[config.mk]
export PLATFORM = sky130hd
export DESIGN_NAME = multi_package_frame_deframer_top_flat
export DESIGN_NICKNAME = d
export VERILOG_FILES = /design/src/rtl/mpfd_pkg.sv /design/src/rtl/mpfd_if.sv /design/src/rtl/multi_package_frame_deframer_top.sv /design/src/rtl/mpfd_deframe.sv /design/src/rtl/mpfd_out_reg.sv /design/src/flat_wrapper.sv
export SDC_FILE = /design/constraint.sdc
export NUM_CORES = 1
export LEC_CHECK = 0
export BUFFER_PORTS_ARGS = -buffer_cell sky130_fd_sc_hd__buf_4
export CAP_MARGIN = 15
export CORE_ASPECT_RATIO = 0.5
export CORE_MARGIN = 2
export CORE_UTILIZATION = 36
export DETAILED_ROUTE_END_ITERATION = 10
export GPL_TIMING_DRIVEN = 0
export PLACE_DENSITY = 0.6
export SKIP_LAST_GASP = 1
export SYNTH_ARGS = -nofsm -noshare
export SYNTH_HDL_FRONTEND = slang
export SYNTH_HIERARCHICAL = 1
export SYNTH_SLANG_ARGS = --single-unit
[constraint.sdc]
create_clock -name i_clk -period 4.3 [get_ports i_clk]
set_input_delay 0.43 -clock i_clk [delete_from_list [all_inputs] [get_ports i_clk]]
set_output_delay 0.43 -clock i_clk [all_outputs]
set_load 0.02 [all_outputs]
[src/rtl/mpfd_pkg.sv]
// ----------------------------------------------------------------------------
// mpfd_pkg
// Shared types, constants and helpers of the multi-package frame deframer.
// ----------------------------------------------------------------------------
package mpfd_pkg;

    localparam int          LEN_WIDTH_DEF  = 32;
    localparam logic [3:0]  HEADER_BYTES   = 4'd10;
    localparam logic [3:0]  MAGIC_BYTES    = 4'd6;
    localparam logic [3:0]  MODE_MAX       = 4'h3;
    localparam logic [7:0]  METHOD_MAX     = 8'h09;
    localparam logic [7:0]  CTRL_LEN_MASK  = 8'h03;
    localparam logic [7:0]  CTRL_MORE_MASK = 8'h0C;

    typedef enum logic [1:0] {
        PH_HEADER  = 2'd0,
        PH_CONTROL = 2'd1,
        PH_SIZE    = 2'd2,
        PH_PAYLOAD = 2'd3
    } t_phase;

    typedef enum logic [1:0] {
        ST_CONTINUE  = 2'd0,
        ST_HEADER_OK = 2'd1,
        ST_OVER      = 2'd2,
        ST_ILLEGAL   = 2'd3
    } t_status;

    typedef struct packed {
        logic       payload_valid;
        logic [7:0] payload_byte;
        logic       frame_last;
        logic       package_last;
        logic       request_last;
        t_status    status;
        logic       header_valid;
        logic [7:0] version_byte;
        logic [3:0] compress_mode;
        logic [3:0] encrypt_mode;
        logic [7:0] method_code;
        logic [7:0] package_count;
    } t_result;

    // Expected header magic, one byte per position.
    function automatic logic [7:0] magic_byte(input logic [2:0] idx);
        logic [7:0] val;
        case (idx)
            3'd0:    val = 8'h23;
            3'd1:    val = 8'h4D;
            3'd2:    val = 8'h46;
            3'd3:    val = 8'h50;
            3'd4:    val = 8'h54;
            3'd5:    val = 8'h50;
            default: val = 8'h00;
        endcase
        return val;
    endfunction

endpackage

[src/rtl/mpfd_if.sv]
// ----------------------------------------------------------------------------
// mpfd_in_if / mpfd_out_if
// Valid/ready channels carrying received bytes in and deframed results out.
// ----------------------------------------------------------------------------
interface mpfd_in_if;
    logic       valid;
    logic       ready;
    logic [7:0] data_byte;

    modport source (output valid, output data_byte, input ready);
    modport sink   (input valid, input data_byte, output ready);
endinterface

interface mpfd_out_if;
    logic       valid;
    logic       ready;
    logic       payload_valid;
    logic [7:0] payload_byte;
    logic       frame_last;
    logic       package_last;
    logic       request_last;
    logic [1:0] status;
    logic       header_valid;
    logic [7:0] version_byte;
    logic [3:0] compress_mode;
    logic [3:0] encrypt_mode;
    logic [7:0] method_code;
    logic [7:0] package_count;

    modport source (
        output valid, output payload_valid, output payload_byte, output frame_last,
        output package_last, output request_last, output status, output header_valid,
        output version_byte, output compress_mode, output encrypt_mode,
        output method_code, output package_count, input ready
    );
    modport sink (
        input valid, input payload_valid, input payload_byte, input frame_last,
        input package_last, input request_last, input status, input header_valid,
        input version_byte, input compress_mode, input encrypt_mode,
        input method_code, input package_count, output ready
    );
endinterface

[src/rtl/multi_package_frame_deframer_top.sv]
// ----------------------------------------------------------------------------
// multi_package_frame_deframer_top
// Byte-stream deframer: header check, frame sizing and payload pass-through.
// ----------------------------------------------------------------------------
// The block takes one received byte per clock and gives one result beat per
// byte, also one beat per clock, while the output is not stalled. A byte is
// caught in an input register, goes through the combinational parsing logic
// and lands in the result register, from which its result is offered on the
// output; while the output stalls, the byte waits in the input register.
// The heartbeat method register must only be written while no byte is in flight.
module multi_package_frame_deframer_top #(
    parameter int LENGTH_WIDTH = mpfd_pkg::LEN_WIDTH_DEF
) (
    input  logic       i_clk,
    input  logic       i_rst_n,
    mpfd_in_if.sink    i_in,
    mpfd_out_if.source o_out,
    input  logic       i_cfg_we,
    input  logic [3:0] i_cfg_wdata
);
    import mpfd_pkg::*;

    logic       r_in_valid;
    logic [7:0] r_in_byte;
    logic [3:0] r_heartbeat;
    logic       out_free;
    logic       step;
    t_result    result;

    assign step       = r_in_valid && out_free;
    assign i_in.ready = !r_in_valid || out_free;

    always_ff @(posedge i_clk) begin
        if (!i_rst_n) begin
            r_in_valid  <= 1'b0;
            r_heartbeat <= '0;
        end else begin
            if (i_in.ready) begin
                r_in_valid <= i_in.valid;
            end
            if (i_cfg_we) begin
                r_heartbeat <= i_cfg_wdata;
            end
        end
    end

    always_ff @(posedge i_clk) begin
        if (i_in.valid && i_in.ready) begin
            r_in_byte <= i_in.data_byte;
        end
    end

    mpfd_deframe #(
        .LENGTH_WIDTH (LENGTH_WIDTH)
    ) u_deframe (
        .i_clk       (i_clk),
        .i_rst_n     (i_rst_n),
        .i_step      (step),
        .i_byte      (r_in_byte),
        .i_heartbeat (r_heartbeat),
        .o_result    (result)
    );

    mpfd_out_reg u_out_reg (
        .i_clk    (i_clk),
        .i_rst_n  (i_rst_n),
        .i_load   (step),
        .i_result (result),
        .o_free   (out_free),
        .o_out    (o_out)
    );

    // A completed request always closes both its frame and its package.
    a_request_closes: assert property (@(posedge i_clk) disable iff (!i_rst_n)
        o_out.valid && o_out.request_last |-> o_out.frame_last && o_out.package_last)
        else $error("request end without frame and package end");

    // Header verdicts come only with the reported header fields.
    a_header_ok_fields: assert property (@(posedge i_clk) disable iff (!i_rst_n)
        o_out.valid && o_out.status == ST_HEADER_OK |-> o_out.header_valid
            && !o_out.payload_valid)
        else $error("header accepted without header fields");

    // A byte sitting in the input register is not lost when the output stalls.
    a_in_held: assert property (@(posedge i_clk) disable iff (!i_rst_n)
        r_in_valid && !out_free |=> r_in_valid && $stable(r_in_byte))
        else $error("input register dropped a byte under backpressure");

endmodule

[src/rtl/mpfd_deframe.sv]
// ----------------------------------------------------------------------------
// mpfd_deframe
// Parser state and the combinational step that turns one byte into a result.
// ----------------------------------------------------------------------------
module mpfd_deframe #(
    parameter int LENGTH_WIDTH = mpfd_pkg::LEN_WIDTH_DEF
) (
    input  logic              i_clk,
    input  logic              i_rst_n,
    input  logic              i_step,
    input  logic [7:0]        i_byte,
    input  logic [3:0]        i_heartbeat,
    output mpfd_pkg::t_result o_result
);
    import mpfd_pkg::*;

    t_phase                  r_phase,      n_phase;
    logic [3:0]              r_hdr_cnt,    n_hdr_cnt;
    logic                    r_mismatch,   n_mismatch;
    logic [31:0]             r_fields,     n_fields;
    logic [7:0]              r_pkg_done,   n_pkg_done;
    logic [2:0]              r_size_left,  n_size_left;
    logic                    r_more,       n_more;
    logic [LENGTH_WIDTH-1:0] r_frm_size,   n_frm_size;
    logic [LENGTH_WIDTH-1:0] r_pay_left,   n_pay_left;

    logic [LENGTH_WIDTH+7:0] len_shift;
    logic [31:0]             hdr_next;
    logic [7:0]              pkg_inc;
    logic                    frame_end;
    logic [3:0]              comp;
    logic [3:0]              enc;
    logic [7:0]              meth;
    logic [7:0]              cnt;

    // The header fields as they stand once the current byte is shifted in.
    assign hdr_next  = {r_fields[23:0], i_byte};
    assign len_shift = {r_frm_size, i_byte};
    assign pkg_inc   = r_pkg_done + 8'd1;
    assign comp      = hdr_next[23:20];
    assign enc       = hdr_next[19:16];
    assign meth      = hdr_next[15:8];
    assign cnt       = hdr_next[7:0];

    always_comb begin
        n_phase     = r_phase;
        n_hdr_cnt   = r_hdr_cnt;
        n_mismatch  = r_mismatch;
        n_fields    = r_fields;
        n_pkg_done  = r_pkg_done;
        n_size_left = r_size_left;
        n_more      = r_more;
        n_frm_size  = r_frm_size;
        n_pay_left  = r_pay_left;
        frame_end   = 1'b0;
        o_result    = '0;

        case (r_phase)
            PH_HEADER: begin
                if (r_hdr_cnt < MAGIC_BYTES) begin
                    if (i_byte != magic_byte(r_hdr_cnt[2:0])) begin
                        n_mismatch = 1'b1;
                    end
                end else begin
                    n_fields = hdr_next;
                end
                n_hdr_cnt = r_hdr_cnt + 4'd1;
                if (n_hdr_cnt >= HEADER_BYTES) begin
                    o_result.header_valid  = 1'b1;
                    o_result.version_byte  = hdr_next[31:24];
                    o_result.compress_mode = comp;
                    o_result.encrypt_mode  = enc;
                    o_result.method_code   = meth;
                    o_result.package_count = cnt;
                    n_phase    = PH_HEADER;
                    n_hdr_cnt  = '0;
                    n_mismatch = 1'b0;
                    if (r_mismatch || comp > MODE_MAX || enc > MODE_MAX
                            || meth > METHOD_MAX) begin
                        o_result.status = ST_ILLEGAL;
                    end else if (meth == {4'd0, i_heartbeat}) begin
                        o_result.status = ST_OVER;
                    end else if (cnt == 8'd0) begin
                        o_result.status = ST_ILLEGAL;
                    end else begin
                        o_result.status = ST_HEADER_OK;
                        n_pkg_done      = '0;
                        n_phase         = PH_CONTROL;
                    end
                end
            end
            PH_CONTROL: begin
                n_size_left = {1'b0, i_byte[1:0] & CTRL_LEN_MASK[1:0]} + 3'd1;
                n_more      = (i_byte & CTRL_MORE_MASK) != 8'd0;
                n_frm_size  = '0;
                n_phase     = PH_SIZE;
            end
            PH_SIZE: begin
                n_frm_size = len_shift[LENGTH_WIDTH-1:0];
                if (r_size_left <= 3'd1) begin
                    n_size_left = '0;
                    n_pay_left  = n_frm_size;
                    if (n_frm_size == '0) begin
                        frame_end = 1'b1;
                    end else begin
                        n_phase = PH_PAYLOAD;
                    end
                end else begin
                    n_size_left = r_size_left - 3'd1;
                end
            end
            PH_PAYLOAD: begin
                o_result.payload_valid = 1'b1;
                o_result.payload_byte  = i_byte;
                if (r_pay_left <= LENGTH_WIDTH'(1)) begin
                    n_pay_left = '0;
                    frame_end  = 1'b1;
                end else begin
                    n_pay_left = r_pay_left - LENGTH_WIDTH'(1);
                end
            end
            default: begin
                n_phase    = PH_HEADER;
                n_hdr_cnt  = '0;
                n_mismatch = 1'b0;
            end
        endcase

        // Frame completion decides whether the package and the request end.
        if (frame_end) begin
            o_result.frame_last = 1'b1;
            n_phase             = PH_CONTROL;
            if (!r_more) begin
                o_result.package_last = 1'b1;
                n_pkg_done            = pkg_inc;
                if (pkg_inc == r_fields[7:0]) begin
                    o_result.request_last = 1'b1;
                    o_result.status       = ST_OVER;
                    n_phase               = PH_HEADER;
                    n_hdr_cnt             = '0;
                    n_mismatch            = 1'b0;
                end
            end
        end
    end

    always_ff @(posedge i_clk) begin
        if (!i_rst_n) begin
            r_phase     <= PH_HEADER;
            r_hdr_cnt   <= '0;
            r_mismatch  <= 1'b0;
            r_fields    <= '0;
            r_pkg_done  <= '0;
            r_size_left <= '0;
            r_more      <= 1'b0;
            r_frm_size  <= '0;
            r_pay_left  <= '0;
        end else if (i_step) begin
            r_phase     <= n_phase;
            r_hdr_cnt   <= n_hdr_cnt;
            r_mismatch  <= n_mismatch;
            r_fields    <= n_fields;
            r_pkg_done  <= n_pkg_done;
            r_size_left <= n_size_left;
            r_more      <= n_more;
            r_frm_size  <= n_frm_size;
            r_pay_left  <= n_pay_left;
        end
    end

endmodule

[src/rtl/mpfd_out_reg.sv]
// ----------------------------------------------------------------------------
// mpfd_out_reg
// Result register that drives the output channel and frees when taken.
// ----------------------------------------------------------------------------
module mpfd_out_reg (
    input  logic              i_clk,
    input  logic              i_rst_n,
    input  logic              i_load,
    input  mpfd_pkg::t_result i_result,
    output logic              o_free,
    mpfd_out_if.source        o_out
);
    import mpfd_pkg::*;

    logic    r_valid;
    t_result r_result;

    assign o_free = !r_valid || o_out.ready;

    always_ff @(posedge i_clk) begin
        if (!i_rst_n) begin
            r_valid <= 1'b0;
        end else if (o_free) begin
            r_valid <= i_load;
        end
    end

    always_ff @(posedge i_clk) begin
        if (i_load && o_free) begin
            r_result <= i_result;
        end
    end

    assign o_out.valid         = r_valid;
    assign o_out.payload_valid = r_result.payload_valid;
    assign o_out.payload_byte  = r_result.payload_byte;
    assign o_out.frame_last    = r_result.frame_last;
    assign o_out.package_last  = r_result.package_last;
    assign o_out.request_last  = r_result.request_last;
    assign o_out.status        = r_result.status;
    assign o_out.header_valid  = r_result.header_valid;
    assign o_out.version_byte  = r_result.version_byte;
    assign o_out.compress_mode = r_result.compress_mode;
    assign o_out.encrypt_mode  = r_result.encrypt_mode;
    assign o_out.method_code   = r_result.method_code;
    assign o_out.package_count = r_result.package_count;

endmodule
[src/flat_wrapper.sv]
// flat-port wrapper written by rule: the top's interface ports become plain ports
module multi_package_frame_deframer_top_flat import mpfd_pkg::*;
#(
    parameter int LENGTH_WIDTH = mpfd_pkg::LEN_WIDTH_DEF
)
  (i_clk, i_rst_n, i_cfg_we, i_cfg_wdata, i_in_valid, i_in_data_byte, i_in_ready, o_out_valid, o_out_payload_valid, o_out_payload_byte, o_out_frame_last, o_out_package_last, o_out_request_last, o_out_status, o_out_header_valid, o_out_version_byte, o_out_compress_mode, o_out_encrypt_mode, o_out_method_code, o_out_package_count, o_out_ready);
  mpfd_in_if i_in_i ();
  mpfd_out_if o_out_i ();
  input  logic i_clk;
  input  logic i_rst_n;
  input  logic i_cfg_we;
  input  logic [3:0] i_cfg_wdata;
  input wire logic [$bits(i_in_i.valid)-1:0] i_in_valid;
  input wire logic [$bits(i_in_i.data_byte)-1:0] i_in_data_byte;
  output wire logic [$bits(i_in_i.ready)-1:0] i_in_ready;
  output wire logic [$bits(o_out_i.valid)-1:0] o_out_valid;
  output wire logic [$bits(o_out_i.payload_valid)-1:0] o_out_payload_valid;
  output wire logic [$bits(o_out_i.payload_byte)-1:0] o_out_payload_byte;
  output wire logic [$bits(o_out_i.frame_last)-1:0] o_out_frame_last;
  output wire logic [$bits(o_out_i.package_last)-1:0] o_out_package_last;
  output wire logic [$bits(o_out_i.request_last)-1:0] o_out_request_last;
  output wire logic [$bits(o_out_i.status)-1:0] o_out_status;
  output wire logic [$bits(o_out_i.header_valid)-1:0] o_out_header_valid;
  output wire logic [$bits(o_out_i.version_byte)-1:0] o_out_version_byte;
  output wire logic [$bits(o_out_i.compress_mode)-1:0] o_out_compress_mode;
  output wire logic [$bits(o_out_i.encrypt_mode)-1:0] o_out_encrypt_mode;
  output wire logic [$bits(o_out_i.method_code)-1:0] o_out_method_code;
  output wire logic [$bits(o_out_i.package_count)-1:0] o_out_package_count;
  input wire logic [$bits(o_out_i.ready)-1:0] o_out_ready;
  assign i_in_i.valid = i_in_valid;
  assign i_in_i.data_byte = i_in_data_byte;
  assign i_in_ready = i_in_i.ready;
  assign o_out_valid = o_out_i.valid;
  assign o_out_payload_valid = o_out_i.payload_valid;
  assign o_out_payload_byte = o_out_i.payload_byte;
  assign o_out_frame_last = o_out_i.frame_last;
  assign o_out_package_last = o_out_i.package_last;
  assign o_out_request_last = o_out_i.request_last;
  assign o_out_status = o_out_i.status;
  assign o_out_header_valid = o_out_i.header_valid;
  assign o_out_version_byte = o_out_i.version_byte;
  assign o_out_compress_mode = o_out_i.compress_mode;
  assign o_out_encrypt_mode = o_out_i.encrypt_mode;
  assign o_out_method_code = o_out_i.method_code;
  assign o_out_package_count = o_out_i.package_count;
  assign o_out_i.ready = o_out_ready;
  multi_package_frame_deframer_top #(.LENGTH_WIDTH(LENGTH_WIDTH)) u_core (.i_clk(i_clk), .i_rst_n(i_rst_n), .i_in(i_in_i), .o_out(o_out_i), .i_cfg_we(i_cfg_we), .i_cfg_wdata(i_cfg_wdata));
endmodule
==> results_dict.tcl, run 1 <==
set metrics [dict create \
    status "completed" \
    grt.overflow.total 0 \
    numCtsBuffers 17 \
    die_w_um 213 \
    io_pins 66 \
    drv_slew 0 \
    antenna_found_initial 0 \
    syn_inst 869 \
    grt_pass1_wl_um 35400 \
    ys_warn_count 6 \
    drt_pass1_iterations 5 \
    synth_edf_count 55 \
    clock_sinks 160 \
    syn_avg_cell_area_um2 9.08 \
    grt_pass1_vias 6556 \
    hold_viol 0 \
    finalPower_w 0.00342 \
    fin_util_pct 43.4 \
    ys_types 78 \
    via_count 7017 \
    place_hpwl_um 15700 \
    antenna_left 0 \
    fp.dieH_um 109 \
    ys_ff_latch 160 \
    nNetsFinal 985 \
    setup-tns-final_ns 0 \
    syn-num-nets 902 \
    crit_path_start_kind "register" \
    vias_per_cell 5.55 \
    grt.total_usage_pct 19.9 \
    worst_pin_slew_ns 0.826 \
    skew_ns 0.0103 \
    max_freq_mhz 307 \
    wl_per_cell_um 17.9 \
    cts_hold_buf 0 \
    period_share_pct 75.6 \
    netlist_top_cells_count "108 x nand2_1, 105 x dfxtp_1, 92 x a21oi_1" \
    die_area_um2 23200 \
    first_iter_violations 677 \
    area_growth_pct 18.8 \
    setup_viol 0 \
    drt_wl_total_um 22700 \
    cts_max_path_buffers 2 \
    yosysSeqAreaShare_pct 47.6 \
    post-cts-setup-buffers 0 \
    fin_crit_ns 3.25 \
    setup_ws_ns 1.05 \
    io_buffers 64 \
    synthArstFlopShare_pct 0 \
    gp_congestion 0.896 \
    drive_gt1_share_pct 13.5 \
    synth_top_area_share_pct 26.6 \
    synth_area_leaders "dfxtp_1 27%, edfxtp_1 21%, a21oi_1 5.8%, nand2_1 5.1%, and2_1 3.6%" \
    synth_most_common_cell "nand2_1" \
    cts_tree "built" \
    hp-class "input port to register" \
    cp_max_fo 10 \
    cp-end-kind "register" \
    clock-root-buffer "clkbuf_16" \
    power.density_nw_per_um2 365 \
    post_cts_resized 0 \
    insertion_delay_ns 0.43 \
    htree_levels 4 \
    drc 0 \
    critPathArrivalTime_ns 3.51 \
    start_util_pct 36.6 \
    core-area_um2 21600 \
    yosysTopAreaCell "dfxtp_1" \
    grt_max_degree 48 \
    clk_pin_slew_worst_paths_ns 0.07 \
    peakVddDrop_uv 239 \
    row_count 38 \
    crit_required_ns 4.56 \
    critical_path_class "register to register" \
    netlist_area_um2 7890 \
    dp_slack_ns 1.12 \
    slew-limit-headroom_pct 44.4 \
    rsz0062_at_grt "no" \
    antenna_cells 0 \
    p_leak_nw 3.30 \
    ys.flop_type "dfxtp_1" \
    max_cap_viol_count 0 \
]
-- routing by layer --
metal	up-vias	part of all wire (%)	track usage, %
met4	0	2.9	8.93
li1	3315	-	-
met3	51	8.3	4.06
met2	306	44	31.4
met5	-	0	0
met1	3345	45	26.5
-- worst max-delay path: stages (launching register included) --
cell and delay (ns):
dfxtp_1 0.39, clkbuf_1 0.33, inv_1 0.12, ha_1 0.32
nor2_1 0.04, o21ai_0 0.11, nor3b_1 0.58, clkbuf_1 0.54
clkbuf_1 0.39, nand2_1 0.09, nor2_1 0.17
-- where the power goes --
part	total, W	switching (W)	internal (W)
sequential	0.00161	0.0000209	0.00159
combinational	0.000177	0.000110	0.0000670
clock	0.00163	0.000639	0.000990
total	0.00342	0.000770	0.00265
-- worst paths after layout --
check | startpoint | to | slack [ns] | depth (start not counted)
setup / recovery | u_core/u_deframe/r_hdr_cnt[0] | u_core/u_out_reg/o_out.status[0] | 1.05 | 10
hold / removal | i_in_data_byte[4] | u_core/r_in_byte[4] | 0.17 | 1
setup reg to reg | u_core/u_deframe/r_hdr_cnt[0] | u_core/u_out_reg/o_out.status[0] | 1.05 | 10
hold reg to reg | u_core/u_deframe/r_fields[20] | u_core/u_deframe/r_fields[20] | 0.45 | 2
-- flip-flops by register name, indices dropped and copies added, names as in the netlist, 4 cells and up --
register,count
u_core/u_out_reg/o_out.encrypt_mode,4
u_core/u_out_reg/o_out.compress_mode,4
u_core/u_deframe/r_frm_size,24
u_core/u_out_reg/o_out.package_count,8
u_core/u_out_reg/o_out.method_code,8
u_core/u_deframe/r_pay_left,32
u_core/r_heartbeat,4
u_core/u_out_reg/o_out.version_byte,8
u_core/u_deframe/r_fields,24
u_core/u_out_reg/o_out.payload_byte,8
u_core/u_deframe/r_hdr_cnt,4
u_core/u_deframe/r_pkg_done,8
u_core/r_in_byte,8
-- cell usage in the layout, fill, tap and decap left out, drive strengths merged, types with 6 or more instances in the layout --
cell type  netlist  final
nor2            40     40
o22ai            6      6
a32o             7      7
or3              7      7
nand2          108    108
inv             31     34
xnor2           14     14
a21oi           92     92
a22oi            7      7
and4             9      9
nor2b           19     19
nor4            23     23
o211ai          12     12
a31oi            9      9
nand2b           6      6
nor3            21     21
nand3           39     39
and2            46     46
ha              16     16
clkbuf          47     66
nand4            7      7
dfxtp          105    105
o21ai           52     52
edfxtp          55     55
buf              7     71
-- cells by family after synthesis --
group                    synth area share [%]
adder cells (fa/ha/maj)                  2.54
multiplexers                            0.650
XOR/XNOR                                 2.00
AO/OA/AOI/OAI                            19.4
buffers and inverters                    4.60
AND/OR/NAND/NOR                          23.3
flip-flops                               47.6
-- layout make-up --
class                   count  area, µm²
fillers                  2162      12200
multi-input cells         623       3780
flip-flops and latches    160       3750
repair buffers             64        480
clock buffers              19        443
well taps                 300        375
plain buffers              54        243
clock inverters            12        181
inverters                  32        120
-- per-stage QoR --
step / hold WS (ns) / instances / area, µm²
3_3_place_gp: 0.439 / 1233 / 8750
2_1_floorplan: 0.432 / 869 / 7890
3_5_place_dp: 0.443 / 1233 / 8750
4_1_cts: 0.157 / 1264 / 9370
6_report: 0.173 / 1264 / 9370
5_1_grt: 0.157 / 1264 / 9370
Power figures use the tool's default switching activity.
==> run 2: changes to the inputs <==
ABC_AREA = 1   (was default)
PLACE_DENSITY = 0.61   (was 0.6)
clock period = 2.97 ns   (was 4.3 ns; I/O delays follow)
==> run 2 against run 1 <==
Critical path depth grew 1; wire length shrank 4.6%; register-to-register slack lost 0.44 ns; worst hold slack lost 0.12 ns; final area grew 0.87%; die area grew 1.6%; clock power grew 23%; count of clock-buffer cells in the layout shrank 1; setup slack lost 0.44 ns; critical path type unchanged; largest cell class is now sequential cells.
==> results_dict.tcl, run 2 <==
set metrics [dict create \
    row_count 38 \
    clock-root-buffer "clkbuf_16" \
    slowest_delay_ns 0.51 \
    syn_inst 1060 \
    timing.rr.end "u_core/u_deframe/r_hdr_cnt[3]" \
    antenna_cells 0 \
    netlist_area_um2 8020 \
    netlist_top_cells_count "172 x nand2_1, 143 x nor2_1, 133 x a21oi_1" \
    place_area_um2 8920 \
    drv_slew 0 \
    vias_per_cell 5.09 \
    worst_path_max_delay_cell "edfxtp_1" \
    fin_crit_ns 2.36 \
    slew-limit-headroom_pct 44.1 \
    grt.total_usage_pct 19.1 \
    cts_max_path_buffers 2 \
    drt_wl_total_um 21600 \
    ys.flop_type "dfxtp_1" \
    endpoint "u_core/u_deframe/r_hdr_cnt[3]" \
    rsz0062_at_grt "no" \
    grt.overflow.total 0 \
    ys_types 42 \
    die_area_um2 23600 \
    critPathLaunch "u_core/r_in_byte[1]" \
    fp.dieH_um 110 \
    critPathArrivalTime_ns 2.65 \
    cp_cell_sequence "inv_1 -> ha_1 -> nand3_1 -> nor2_1 -> nand2_1 -> nor2_1 -> nand2_1 -> nand2_4 -> nand4_2 -> o21ai_0 -> a21oi_1" \
    drc 0 \
    via_count 7415 \
    synthArstFlopShare_pct 0 \
    drt_pass1_iterations 6 \
    dr_wl_met2_um 10200 \
    critical_path_class "register to register" \
    fin_util_pct 43.4 \
    cts_tree "built" \
    r2r_start "u_core/r_in_byte[1]" \
    post_cts_resized 0 \
    area_growth_pct 17.8 \
    skew_ns 0.00911 \
    io_pins 66 \
    hold_viol 0 \
    status "completed" \
    reg_top3 "u_core/u_deframe/r_pay_left x32, u_core/u_deframe/r_fields x24, u_core/u_deframe/r_frm_size x24" \
    post-cts-setup-buffers 0 \
    antenna_found_initial 0 \
    r2r_slack_ns 0.61 \
    first_iter_violations 603 \
    max_cap_viol_count 0 \
    highest_layer "met4" \
    ys_warn_count 6 \
    antenna_left 0 \
    cp_max_fo 6 \
    grt_pass1_vias 7110 \
    layout_commonest_cell "nand2_1" \
    cp_num_cells 11 \
    drive_gt1_share_pct 12.3 \
    period_share_pct 79.4 \
    clock_sinks 160 \
    syn_avg_cell_area_um2 7.57 \
    worst_pin_slew_ns 0.839 \
    crit_path_start_kind "register" \
    drt-met1-wl_um 9920 \
    p_leak_nw 3.87 \
    gp_congestion 0.885 \
    io_buffers 65 \
    wl_per_cell_um 14.8 \
    syn-num-nets 1093 \
    start_util_pct 36.8 \
    insertion_delay_ns 0.42 \
    synth_edf_count 55 \
    place_hpwl_um 15800 \
    yosysTopAreaCell "dfxtp_1" \
    htree_levels 4 \
    layout_common_cells "172 x nand2_1, 143 x nor2_1, 132 x a21oi_1" \
    yosysSeqAreaShare_pct 46.8 \
    setup-tns-final_ns 0 \
    nNetsFinal 1178 \
    peakVddDrop_uv 480 \
    max_freq_mhz 424 \
    hp-class "input port to register" \
    numCtsBuffers 17 \
    crit_required_ns 3.26 \
    whs_ns 0.0515 \
    crit_buf_inv 1 \
    grt_max_degree 32 \
    rr_worst_depth 11 \
    wl_met3_um 1030 \
    cts_hold_buf 0 \
    grt_pass1_wl_um 35600 \
    ys_ff_latch 160 \
    largest_register "u_core/u_deframe/r_pay_left" \
    clk_pin_slew_worst_paths_ns 0.07 \
    cp-end-kind "register" \
    die_w_um 215 \
    synth_area_leaders "dfxtp_1 26%, edfxtp_1 21%, a21oi_1 8.3%, nand2_1 8.0%, nor2_1 6.7%" \
    core-area_um2 21800 \
    power.density_nw_per_um2 487 \
    synth_top_area_share_pct 26.2 \
    synth_most_common_cell "nand2_1" \
    final_area_um2 9450 \
    crit_family "simple AND/OR/NAND/NOR gates" \
    largest_reg_flops 32 \
    min-delay-start "i_in_data_byte[6]" \
    setup_viol 0 \
]
run 2: cell families (layout without fill, tap and decap cells):
kind of cell    Yosys count  in the layout  synth area share (%)
simple gates            469            469                  25.9
compound gates          232            232                  15.0
buf+inv                 165            263                  7.91
flops                   160            160                  46.8
xor+xnor                 18             18                  1.97
fa+ha+maj                16             16                  2.50
run 2: cell type report:
class,instances,area (µm²)
Sequential cell,160,3750
Clock buffer,18,429
Timing Repair Buffer,66,508
Tap cell,300,375
Inverter,121,454
Multi-Input combinational cell,735,3650
Fill cell,2200,12300
Clock inverter,14,108
Buffer,44,180
run 2: worst min path at each step:
stage | depth (start not counted) | end | slack (ns)
CTS | 1 | u_core/r_in_byte[6] | 0.04
global route | 1 | u_core/r_in_byte[6] | 0.04
global placement | 2 | u_core/u_deframe/r_fields[16] | 0.46
floorplan | 0 | u_core/r_in_byte[0] | 0.40
detailed placement | 2 | u_core/u_deframe/r_fields[16] | 0.46
finish | 1 | u_core/r_in_byte[6] | 0.05
run 2: per-layer routing:
layer,up-vias,global-route usage (%)
li1,3684,-
met1,3496,24.0
met2,201,33.4
met3,34,2.93
met4,0,7.88
met5,-,0
run 2: where the power goes:
group | leakage (nW) | switching, W | internal [W] | total [W]
clock network | 0.259 | 0.000927 | 0.00108 | 0.00201
logic | 2.23 | 0.000164 | 0.0000906 | 0.000255
registers | 1.38 | 0.0000377 | 0.00231 | 0.00234
total | 3.87 | 0.00113 | 0.00348 | 0.00461
run 2: metrics by stage:
step	instances	worst slack [ns]	total power [W]
CTS	1458	0.616	0.00465
global placement	1425	-0.188	0.00263
finish	1458	0.613	0.00461
detailed placement	1426	0.621	0.00264
global route	1458	0.420	0.00475
floorplan	1060	0.515	0.00253
run 2: worst reg2reg max path, delay by kind of cell, from the launching register on:
| family | cells | cell delay (ns) |
|---|---|---|
| buf+inv | 1 | 0.26 |
| flops | 1 | 0.51 |
| compound gates | 2 | 0.27 |
| fa+ha+maj | 1 | 0.20 |
| simple gates | 7 | 0.99 |
